$ cat config.mk
export PLATFORM = sky130hd
export DESIGN_NAME = combined_lcg_shuffle_rng
export DESIGN_NICKNAME = d
export VERILOG_FILES = /design/src/rtl/core/clsr_pkg.sv /design/src/rtl/core/clsr_mulmod.sv /design/src/rtl/core/combined_lcg_shuffle_rng.sv
export SDC_FILE = /design/constraint.sdc
export NUM_CORES = 2
export LEC_CHECK = 0
export ABC_AREA = 0
export ABC_CLOCK_PERIOD_IN_PS = 8000
export BUFFER_PORTS_ARGS = -buffer_cell sky130_fd_sc_hd__buf_2
export CAP_MARGIN = 15
export CORE_ASPECT_RATIO = 0.6
export CORE_MARGIN = 3
export CORE_UTILIZATION = 50
export CTS_BUF_LIST = sky130_fd_sc_hd__clkbuf_4
export CTS_CLUSTER_DIAMETER = 150
export CTS_CLUSTER_SIZE = 8
export DETAILED_ROUTE_END_ITERATION = 8
export GPL_ROUTABILITY_DRIVEN = 0
export HOLD_SLACK_MARGIN = 0.06
export PLACE_DENSITY = 0.68
export SKIP_CTS_REPAIR_TIMING = 1
export SYNTH_ARGS = -nofsm -noshare
export SYNTH_HDL_FRONTEND = slang
export SYNTH_SLANG_ARGS = --single-unit
$ cat constraint.sdc
create_clock -name clk -period 8 [get_ports clk]
set_input_delay 1.6 -clock clk [delete_from_list [all_inputs] [get_ports clk]]
set_output_delay 1.6 -clock clk [all_outputs]
set_load 0.02 [all_outputs]
$ cat src/rtl/core/clsr_pkg.sv
// Shared types and constants for the combined generator with shuffle table.
// No dependencies; used by the modular step unit and the top level.
`default_nettype none

package clsr_pkg;

  // Word width of generator states, table entries and samples.
  localparam int SMP_W  = 31;
  // Width of the generator multipliers and of the modulus fold constants.
  localparam int MUL_W  = 16;
  localparam int FOLD_W = 8;

  localparam logic [SMP_W-1:0]  MOD1 = 31'd2147483563;
  localparam logic [SMP_W-1:0]  MOD2 = 31'd2147483399;
  localparam logic [MUL_W-1:0]  MUL1 = 16'd40014;
  localparam logic [MUL_W-1:0]  MUL2 = 16'd40692;
  // 2^31 minus each modulus, used to fold the high product bits back in.
  localparam logic [FOLD_W-1:0] FOLD1 = 8'd85;
  localparam logic [FOLD_W-1:0] FOLD2 = 8'd249;

  localparam logic [31:0]       WRAP_ADD     = 32'd2147483562;
  localparam logic [SMP_W-1:0]  GEN2_INIT    = 31'd123456789;
  localparam int                WARMUP_EXTRA = 8;

  // Which generator a modular step unit serves.
  typedef enum logic {
    GEN_ONE,
    GEN_TWO
  } gen_sel_t;

  // Control of one modular step unit.
  typedef struct packed {
    logic     load;
    gen_sel_t sel;
  } mm_ctrl_t;

endpackage

`default_nettype wire

$ cat src/rtl/core/clsr_mulmod.sv
// Modular step x <- mul * x mod m for either generator, product registered.
// Depends on clsr_pkg for constants and the control struct.
`default_nettype none

module clsr_mulmod (
  input  logic                          clk,
  input  clsr_pkg::mm_ctrl_t            ctrl,
  input  logic [clsr_pkg::SMP_W-1:0]    x,
  output logic [clsr_pkg::SMP_W-1:0]    result
);
  import clsr_pkg::*;

  localparam int PROD_W = SMP_W + MUL_W;
  localparam int HF_W   = MUL_W + FOLD_W;

  logic [MUL_W-1:0]  mul_c;
  logic [FOLD_W-1:0] fold_c;
  logic [SMP_W-1:0]  mod_c;
  logic [PROD_W-1:0] prod;
  logic [HF_W-1:0]   hi_fold;
  logic [SMP_W:0]    fsum;

  // Constants of the selected generator.
  always_comb begin
    unique case (ctrl.sel)
      GEN_ONE: begin
        mul_c  = MUL1;
        fold_c = FOLD1;
        mod_c  = MOD1;
      end
      GEN_TWO: begin
        mul_c  = MUL2;
        fold_c = FOLD2;
        mod_c  = MOD2;
      end
      default: begin
        mul_c  = MUL1;
        fold_c = FOLD1;
        mod_c  = MOD1;
      end
    endcase
  end

  // Product stage: the full product is registered on load.
  always_ff @(posedge clk) begin
    if (ctrl.load) begin
      prod <= PROD_W'(x) * PROD_W'(mul_c);
    end
  end

  // Reduction from the registered product: since 2^31 is congruent to the fold
  // constant, the high bits fold into the low word; the sum stays below twice
  // the modulus, so one conditional subtract finishes the reduction.
  assign hi_fold = HF_W'(prod[PROD_W-1:SMP_W]) * HF_W'(fold_c);
  assign fsum    = {1'b0, prod[SMP_W-1:0]} + (SMP_W+1)'(hi_fold);

  always_comb begin
    if (fsum >= {1'b0, mod_c}) begin
      result = SMP_W'(fsum - {1'b0, mod_c});
    end else begin
      result = fsum[SMP_W-1:0];
    end
  end

endmodule

`default_nettype wire

$ cat src/rtl/core/combined_lcg_shuffle_rng.sv
// Combined two-generator random source with a shuffle table in a synchronous
// memory. A draw word goes through the two generator products, registered on
// acceptance, then their reduction and the read of the chosen table slot, and
// then forming the sample and writing the slot back, which waits while a
// stalled result holds the output register. A reseed, or a draw that finds
// the first generator at zero (as the first draw after reset does), adds a
// warm-up of TABLE_SIZE+8 generator steps on the shared first-generator step
// unit before the draw. One word is in work at a time; a finished result
// waits in the output register while the next word is accepted. The table
// needs no clearing pass: every slot is written by the warm-up before any draw reads it.
`default_nettype none

module combined_lcg_shuffle_rng #(
  parameter int TABLE_SIZE = 32
) (
  input  logic                          clk,
  input  logic                          rst,
  input  logic                          in_valid,
  output logic                          in_stall,
  input  logic                          mode,
  input  logic [clsr_pkg::SMP_W-1:0]    seed_value,
  output logic                          out_valid,
  input  logic                          out_stall,
  output logic [clsr_pkg::SMP_W-1:0]    sample,
  output logic [clsr_pkg::SMP_W-1:0]    gen1_word
);
  import clsr_pkg::*;

  localparam int SLOT_W   = $clog2(TABLE_SIZE);
  localparam int IDX_W    = $clog2(TABLE_SIZE + 1);
  localparam int J_W      = $clog2(TABLE_SIZE + WARMUP_EXTRA);
  localparam int R_W      = SLOT_W + 2;
  localparam int RECIP_SH = 31;
  localparam int QP_W     = SMP_W + R_W;
  localparam logic [63:0] SLOT_DIV = 64'd1 + 64'(WRAP_ADD) / 64'(TABLE_SIZE);
  localparam logic [63:0] RECIP    = (64'd1 << RECIP_SH) / SLOT_DIV;
  localparam logic [J_W-1:0] J_LAST = J_W'(TABLE_SIZE + WARMUP_EXTRA - 1);

  typedef enum logic [2:0] {
    ST_IDLE,
    ST_WMUL,
    ST_WRED,
    ST_DMUL,
    ST_DRED,
    ST_FIN
  } state_t;

  state_t            state;
  logic [SMP_W-1:0]  gen1;
  logic [SMP_W-1:0]  gen2;
  logic [SMP_W-1:0]  last_sample;
  logic [J_W-1:0]    j;
  logic [SLOT_W-1:0] q0;
  logic [SLOT_W-1:0] slot_r;

  logic              acc;
  logic              reseed_go;
  logic [SMP_W-1:0]  seed_fix;
  logic              out_free;
  mm_ctrl_t          mm1_ctrl;
  mm_ctrl_t          mm2_ctrl;
  logic [SMP_W-1:0]  red1;
  logic [SMP_W-1:0]  red2;

  logic [QP_W-1:0]   q_prod;
  logic [SLOT_W-1:0] q0_next;
  logic [SMP_W:0]    thr_tab [TABLE_SIZE+1];
  logic [IDX_W-1:0]  q0p1;
  logic              bump;
  logic [SLOT_W-1:0] slot;

  logic [31:0]       diff;
  logic [SMP_W-1:0]  sample_next;

  logic [SMP_W-1:0]  shuf_mem [TABLE_SIZE];
  logic              mem_we;
  logic [SLOT_W-1:0] mem_waddr;
  logic [SMP_W-1:0]  mem_wdata;
  logic              mem_re;
  logic [SMP_W-1:0]  mem_rdata;

  // Input handshake and reseed decision.
  assign in_stall  = (state != ST_IDLE);
  assign acc       = in_valid && !in_stall;
  assign reseed_go = mode || (gen1 == '0);
  assign out_free  = !out_valid || !out_stall;

  always_comb begin
    if (mode && (seed_value != '0)) begin
      seed_fix = seed_value;
    end else begin
      seed_fix = SMP_W'(1);
    end
  end

  // Step unit controls: the first unit also runs every warm-up step.
  always_comb begin
    mm1_ctrl.sel  = GEN_ONE;
    mm2_ctrl.sel  = GEN_TWO;
    mm1_ctrl.load = (acc && !reseed_go) || (state == ST_WMUL) || (state == ST_DMUL);
    mm2_ctrl.load = (acc && !reseed_go) || (state == ST_DMUL);
  end

  clsr_mulmod u_mm1 (
    .clk    (clk),
    .ctrl   (mm1_ctrl),
    .x      (gen1),
    .result (red1)
  );

  clsr_mulmod u_mm2 (
    .clk    (clk),
    .ctrl   (mm2_ctrl),
    .x      (gen2),
    .result (red2)
  );

  // Slot boundaries k * SLOT_DIV as a constant table.
  for (genvar k = 0; k <= TABLE_SIZE; k++) begin : g_thr
    assign thr_tab[k] = (SMP_W+1)'(64'(k) * SLOT_DIV);
  end

  // Slot estimate by reciprocal multiply; it is exact or one low.
  assign q_prod  = QP_W'(last_sample) * QP_W'(RECIP[R_W-1:0]);
  assign q0_next = q_prod[RECIP_SH +: SLOT_W];

  always_ff @(posedge clk) begin
    q0 <= q0_next;
  end

  // Correction against the next boundary gives the exact slot.
  assign q0p1 = IDX_W'(q0) + IDX_W'(1);
  assign bump = ({1'b0, last_sample} >= thr_tab[q0p1]);
  assign slot = q0 + SLOT_W'(bump);

  // Slot content minus the second generator, wrapped into range when not positive.
  always_comb begin
    diff = {1'b0, mem_rdata} - {1'b0, gen2};
    if (mem_rdata <= gen2) begin
      diff = diff + WRAP_ADD;
    end
    sample_next = diff[SMP_W-1:0];
  end

  // Table port control: warm-up fills, draws read one slot and refill it.
  always_comb begin
    mem_we    = 1'b0;
    mem_waddr = slot_r;
    mem_wdata = gen1;
    mem_re    = (state == ST_DRED);
    unique case (state)
      ST_WRED: begin
        mem_we    = (j < J_W'(TABLE_SIZE));
        mem_waddr = j[SLOT_W-1:0];
        mem_wdata = red1;
      end
      ST_FIN: begin
        mem_we = out_free;
      end
      default: begin
        mem_we = 1'b0;
      end
    endcase
  end

  // Shuffle table memory with registered read data.
  always_ff @(posedge clk) begin
    if (mem_we) begin
      shuf_mem[mem_waddr] <= mem_wdata;
    end
    if (mem_re) begin
      mem_rdata <= shuf_mem[slot];
    end
  end

  // Sequencer, generator state and output register.
  always_ff @(posedge clk) begin
    if (rst) begin
      state       <= ST_IDLE;
      gen1        <= '0;
      gen2        <= GEN2_INIT;
      last_sample <= '0;
      out_valid   <= 1'b0;
    end else begin
      // The result register loads a finished word or drops the taken one.
      if ((state == ST_FIN) && out_free) begin
        out_valid <= 1'b1;
      end else if (out_valid && !out_stall) begin
        out_valid <= 1'b0;
      end
      unique case (state)
        ST_IDLE: begin
          if (acc) begin
            if (reseed_go) begin
              gen1  <= seed_fix;
              gen2  <= seed_fix;
              j     <= J_LAST;
              state <= ST_WMUL;
            end else begin
              state <= ST_DRED;
            end
          end
        end
        ST_WMUL: begin
          state <= ST_WRED;
        end
        ST_WRED: begin
          gen1 <= red1;
          if (j == '0) begin
            last_sample <= red1;
            state       <= ST_DMUL;
          end else begin
            j     <= j - J_W'(1);
            state <= ST_WMUL;
          end
        end
        ST_DMUL: begin
          state <= ST_DRED;
        end
        ST_DRED: begin
          gen1   <= red1;
          gen2   <= red2;
          slot_r <= slot;
          state  <= ST_FIN;
        end
        ST_FIN: begin
          if (out_free) begin
            last_sample <= sample_next;
            sample      <= sample_next;
            gen1_word   <= gen1;
            state       <= ST_IDLE;
          end
        end
        default: begin
          state <= ST_IDLE;
        end
      endcase
    end
  end

endmodule

`default_nettype wire

==> impl_metrics.json <==
{
  "status": "complete, no violations",
  "synth_enable_flop_cells": 1187,
  "finalWirelength_mm": 230,
  "root_buffer": "clkbuf_4",
  "clock.fmax_mhz": 132,
  "start_kind": "register",
  "synthArstFlopShare": 0,
  "start_util": 0.509,
  "setup_tns_ns": 0,
  "netlist-cell-type-count": 113,
  "drtPass1Iterations": 8,
  "arrival_ns": 8.51,
  "synth_flop_cell": "edfxtp_1",
  "synth_area_leader_cell": "edfxtp_1",
  "via_per_inst": 6.26,
  "antenna_found_initial": 21,
  "drc": 0,
  "h-tree-depth": 4,
  "rsz0062_at_grt": "no",
  "required_ns": 8.94,
  "r2r_slack_ns": 0.42,
  "synth-seq-cells": 1289,
  "final.min_clock_period_ns": 7.58,
  "netlist.area_leader.share": 0.462,
  "avgSynthCellArea_um2": 12.9,
  "synth_cells": 5961,
  "netlist_area_mm2": 0.0772,
  "fp.dieW_um": 513,
  "fp.dieH_um": 310,
  "clock_latency_ns": 1.26,
  "min-delay-start": "last_sample[26]$_SDFFE_PP0P_",
  "area_delta_synth_final_pct": 7.62,
  "tritoncts": "done",
  "row_count": 110,
  "synthTopCellsByCount": "1187 x edfxtp_1, 805 x inv_1, 534 x ha_1",
  "maxCapViolCount": 0,
  "worstPathMaxFanout": 9,
  "numCtsBuffers": 179,
  "end_kind": "register",
  "r2r-start": "gen2[17]$_SDFFE_PP1P_",
  "worst_pin_slew_ns": 1.39,
  "grt_pass1_wl_mm": 338,
  "synth_seq_area_share": 0.488,
  "slew_violations": 0,
  "numClockSinks": 1289,
  "drive_gt1_frac": 0.145,
  "cp-startpoint": "gen2[17]$_SDFFE_PP1P_",
  "final_nets": 7210,
  "die_area_mm2": 0.159,
  "grt_pass1_vias": 50100,
  "ant_nets": 0,
  "port_buffers": 99,
  "hold_violations": 0,
  "routedWlPerCell_um": 27.8,
  "cts_buffer_depth": 3,
  "drtIter0Drc": 7422,
  "ys_top_cells_by_area": "edfxtp_1 46%, fa_1 12%, ha_1 8.7%",
  "fin_crit_sh": 0.947,
  "synthesis.nets": 6977,
  "yosysMostFrequentCell": "edfxtp_1",
  "hp-class": "reg2reg",
  "ys_warn_count": 0,
  "vias": 51800,
  "grt_max_degree": 125,
  "grt-ovfl-total": 0,
  "setup_viol": 0,
  "layout.cells.non_filler": 8276,
  "slew_headroom": 0.0685,
  "io_pins": 100,
  "hpwl_mm": 164,
  "crit_type": "reg2reg",
  "dp.cells": 8016,
  "coreArea_mm2": 0.152,
  "path_clk_slew_ns": 0.13,
  "fin_skew_ns": 0.146,
  "grt_usage": 0.290
}
## final timing paths
check                                           endpoint  depth (start not counted)
worst max-delay path            u_mm2.prod[45]$_DFFE_PP_                         18
worst min register to register             q0[0]$_DFF_P_                          0
worst min-delay path                       q0[0]$_DFF_P_                          0
worst max register to register  u_mm2.prod[45]$_DFFE_PP_                         18
## flip-flops by register name, indices dropped and copies added (netlist names)
signal / count
j: 6
mem_rdata: 31
shuf_mem: 992
gen1: 31
state: 3
slot_r: 5
out_valid: 1
gen1_word: 31
u_mm2.prod: 45
q0: 5
u_mm1.prod: 46
gen2: 31
sample: 31
last_sample: 31
## metal layers
| layer | share of wire | track usage |
|---|---|---|
| met5 | 0.0017 | 0 |
| met4 | 0.025 | 0.0773 |
| met3 | 0.16 | 0.118 |
| met2 | 0.39 | 0.377 |
| met1 | 0.43 | 0.447 |
## cells by family after synthesis
logic type,synth area share
flip-flops,0.488
AND/OR/NAND/NOR,0.0779
buffers and inverters,0.0507
adder cells (fa/ha/maj),0.202
AO/OA/AOI/OAI,0.0842
multiplexers,0.0752
XOR/XNOR,0.0213
## worst max-delay path, cell delays in order (launching register included)
cell	delay, ns
dfxtp_1	0.98
fa_1	0.59
ha_1	0.33
fa_1	0.50
fa_1	0.57
fa_1	0.43
fa_1	0.45
ha_1	0.35
a21oi_1	0.17
o21bai_1	0.09
a2111oi_0	0.77
o21ai_0	0.19
o21ai_0	0.60
o32ai_1	0.23
nor4_1	0.33
o31ai_1	0.21
a21oi_1	0.22
o21ai_0	0.13
xor2_1	0.16
## metrics by stage
stage,setup slack [ns],cell area [um2],utilization,hold slack (ns)
after floorplan,0.946,77200,-,0.349
after global placement,0.644,81100,0.534,0.364
after detailed placement,0.510,81100,0.534,0.366
after CTS,0.489,82900,0.546,0.383
after global routing,0.187,83000,0.547,0.399
final,0.425,83000,0.548,0.392
## area by class of cell
class	count	area (um2)
Clock buffer	221	1660
Multi-Input combinational cell	3652	36100
Sequential cell	1289	37700
Inverter	809	3040
Fill cell	12500	68600
Clock inverter	14	126
Timing Repair Buffer	263	1920
Tap cell	2016	2520
Antenna cell	12	30.0
## cells in the final DEF, fill, tap and decap left out, types with 109 or more instances in the layout
master    synthesis  routed
buf_4             4     145
xnor2_1         110     109
clkbuf_4          0     221
o21ai_0         194     166
mux4_2          248     248
edfxtp_1       1187    1187
inv_1           805     805
ha_1            534     532
fa_1            446     446
nand2_1         490     489
a21oi_1         243     243
nor2_1          210     175
nand3_1         218     218
Power is not shown: default switching activity piles up to over one toggle a cycle in this logic, so the estimate is an artifact.
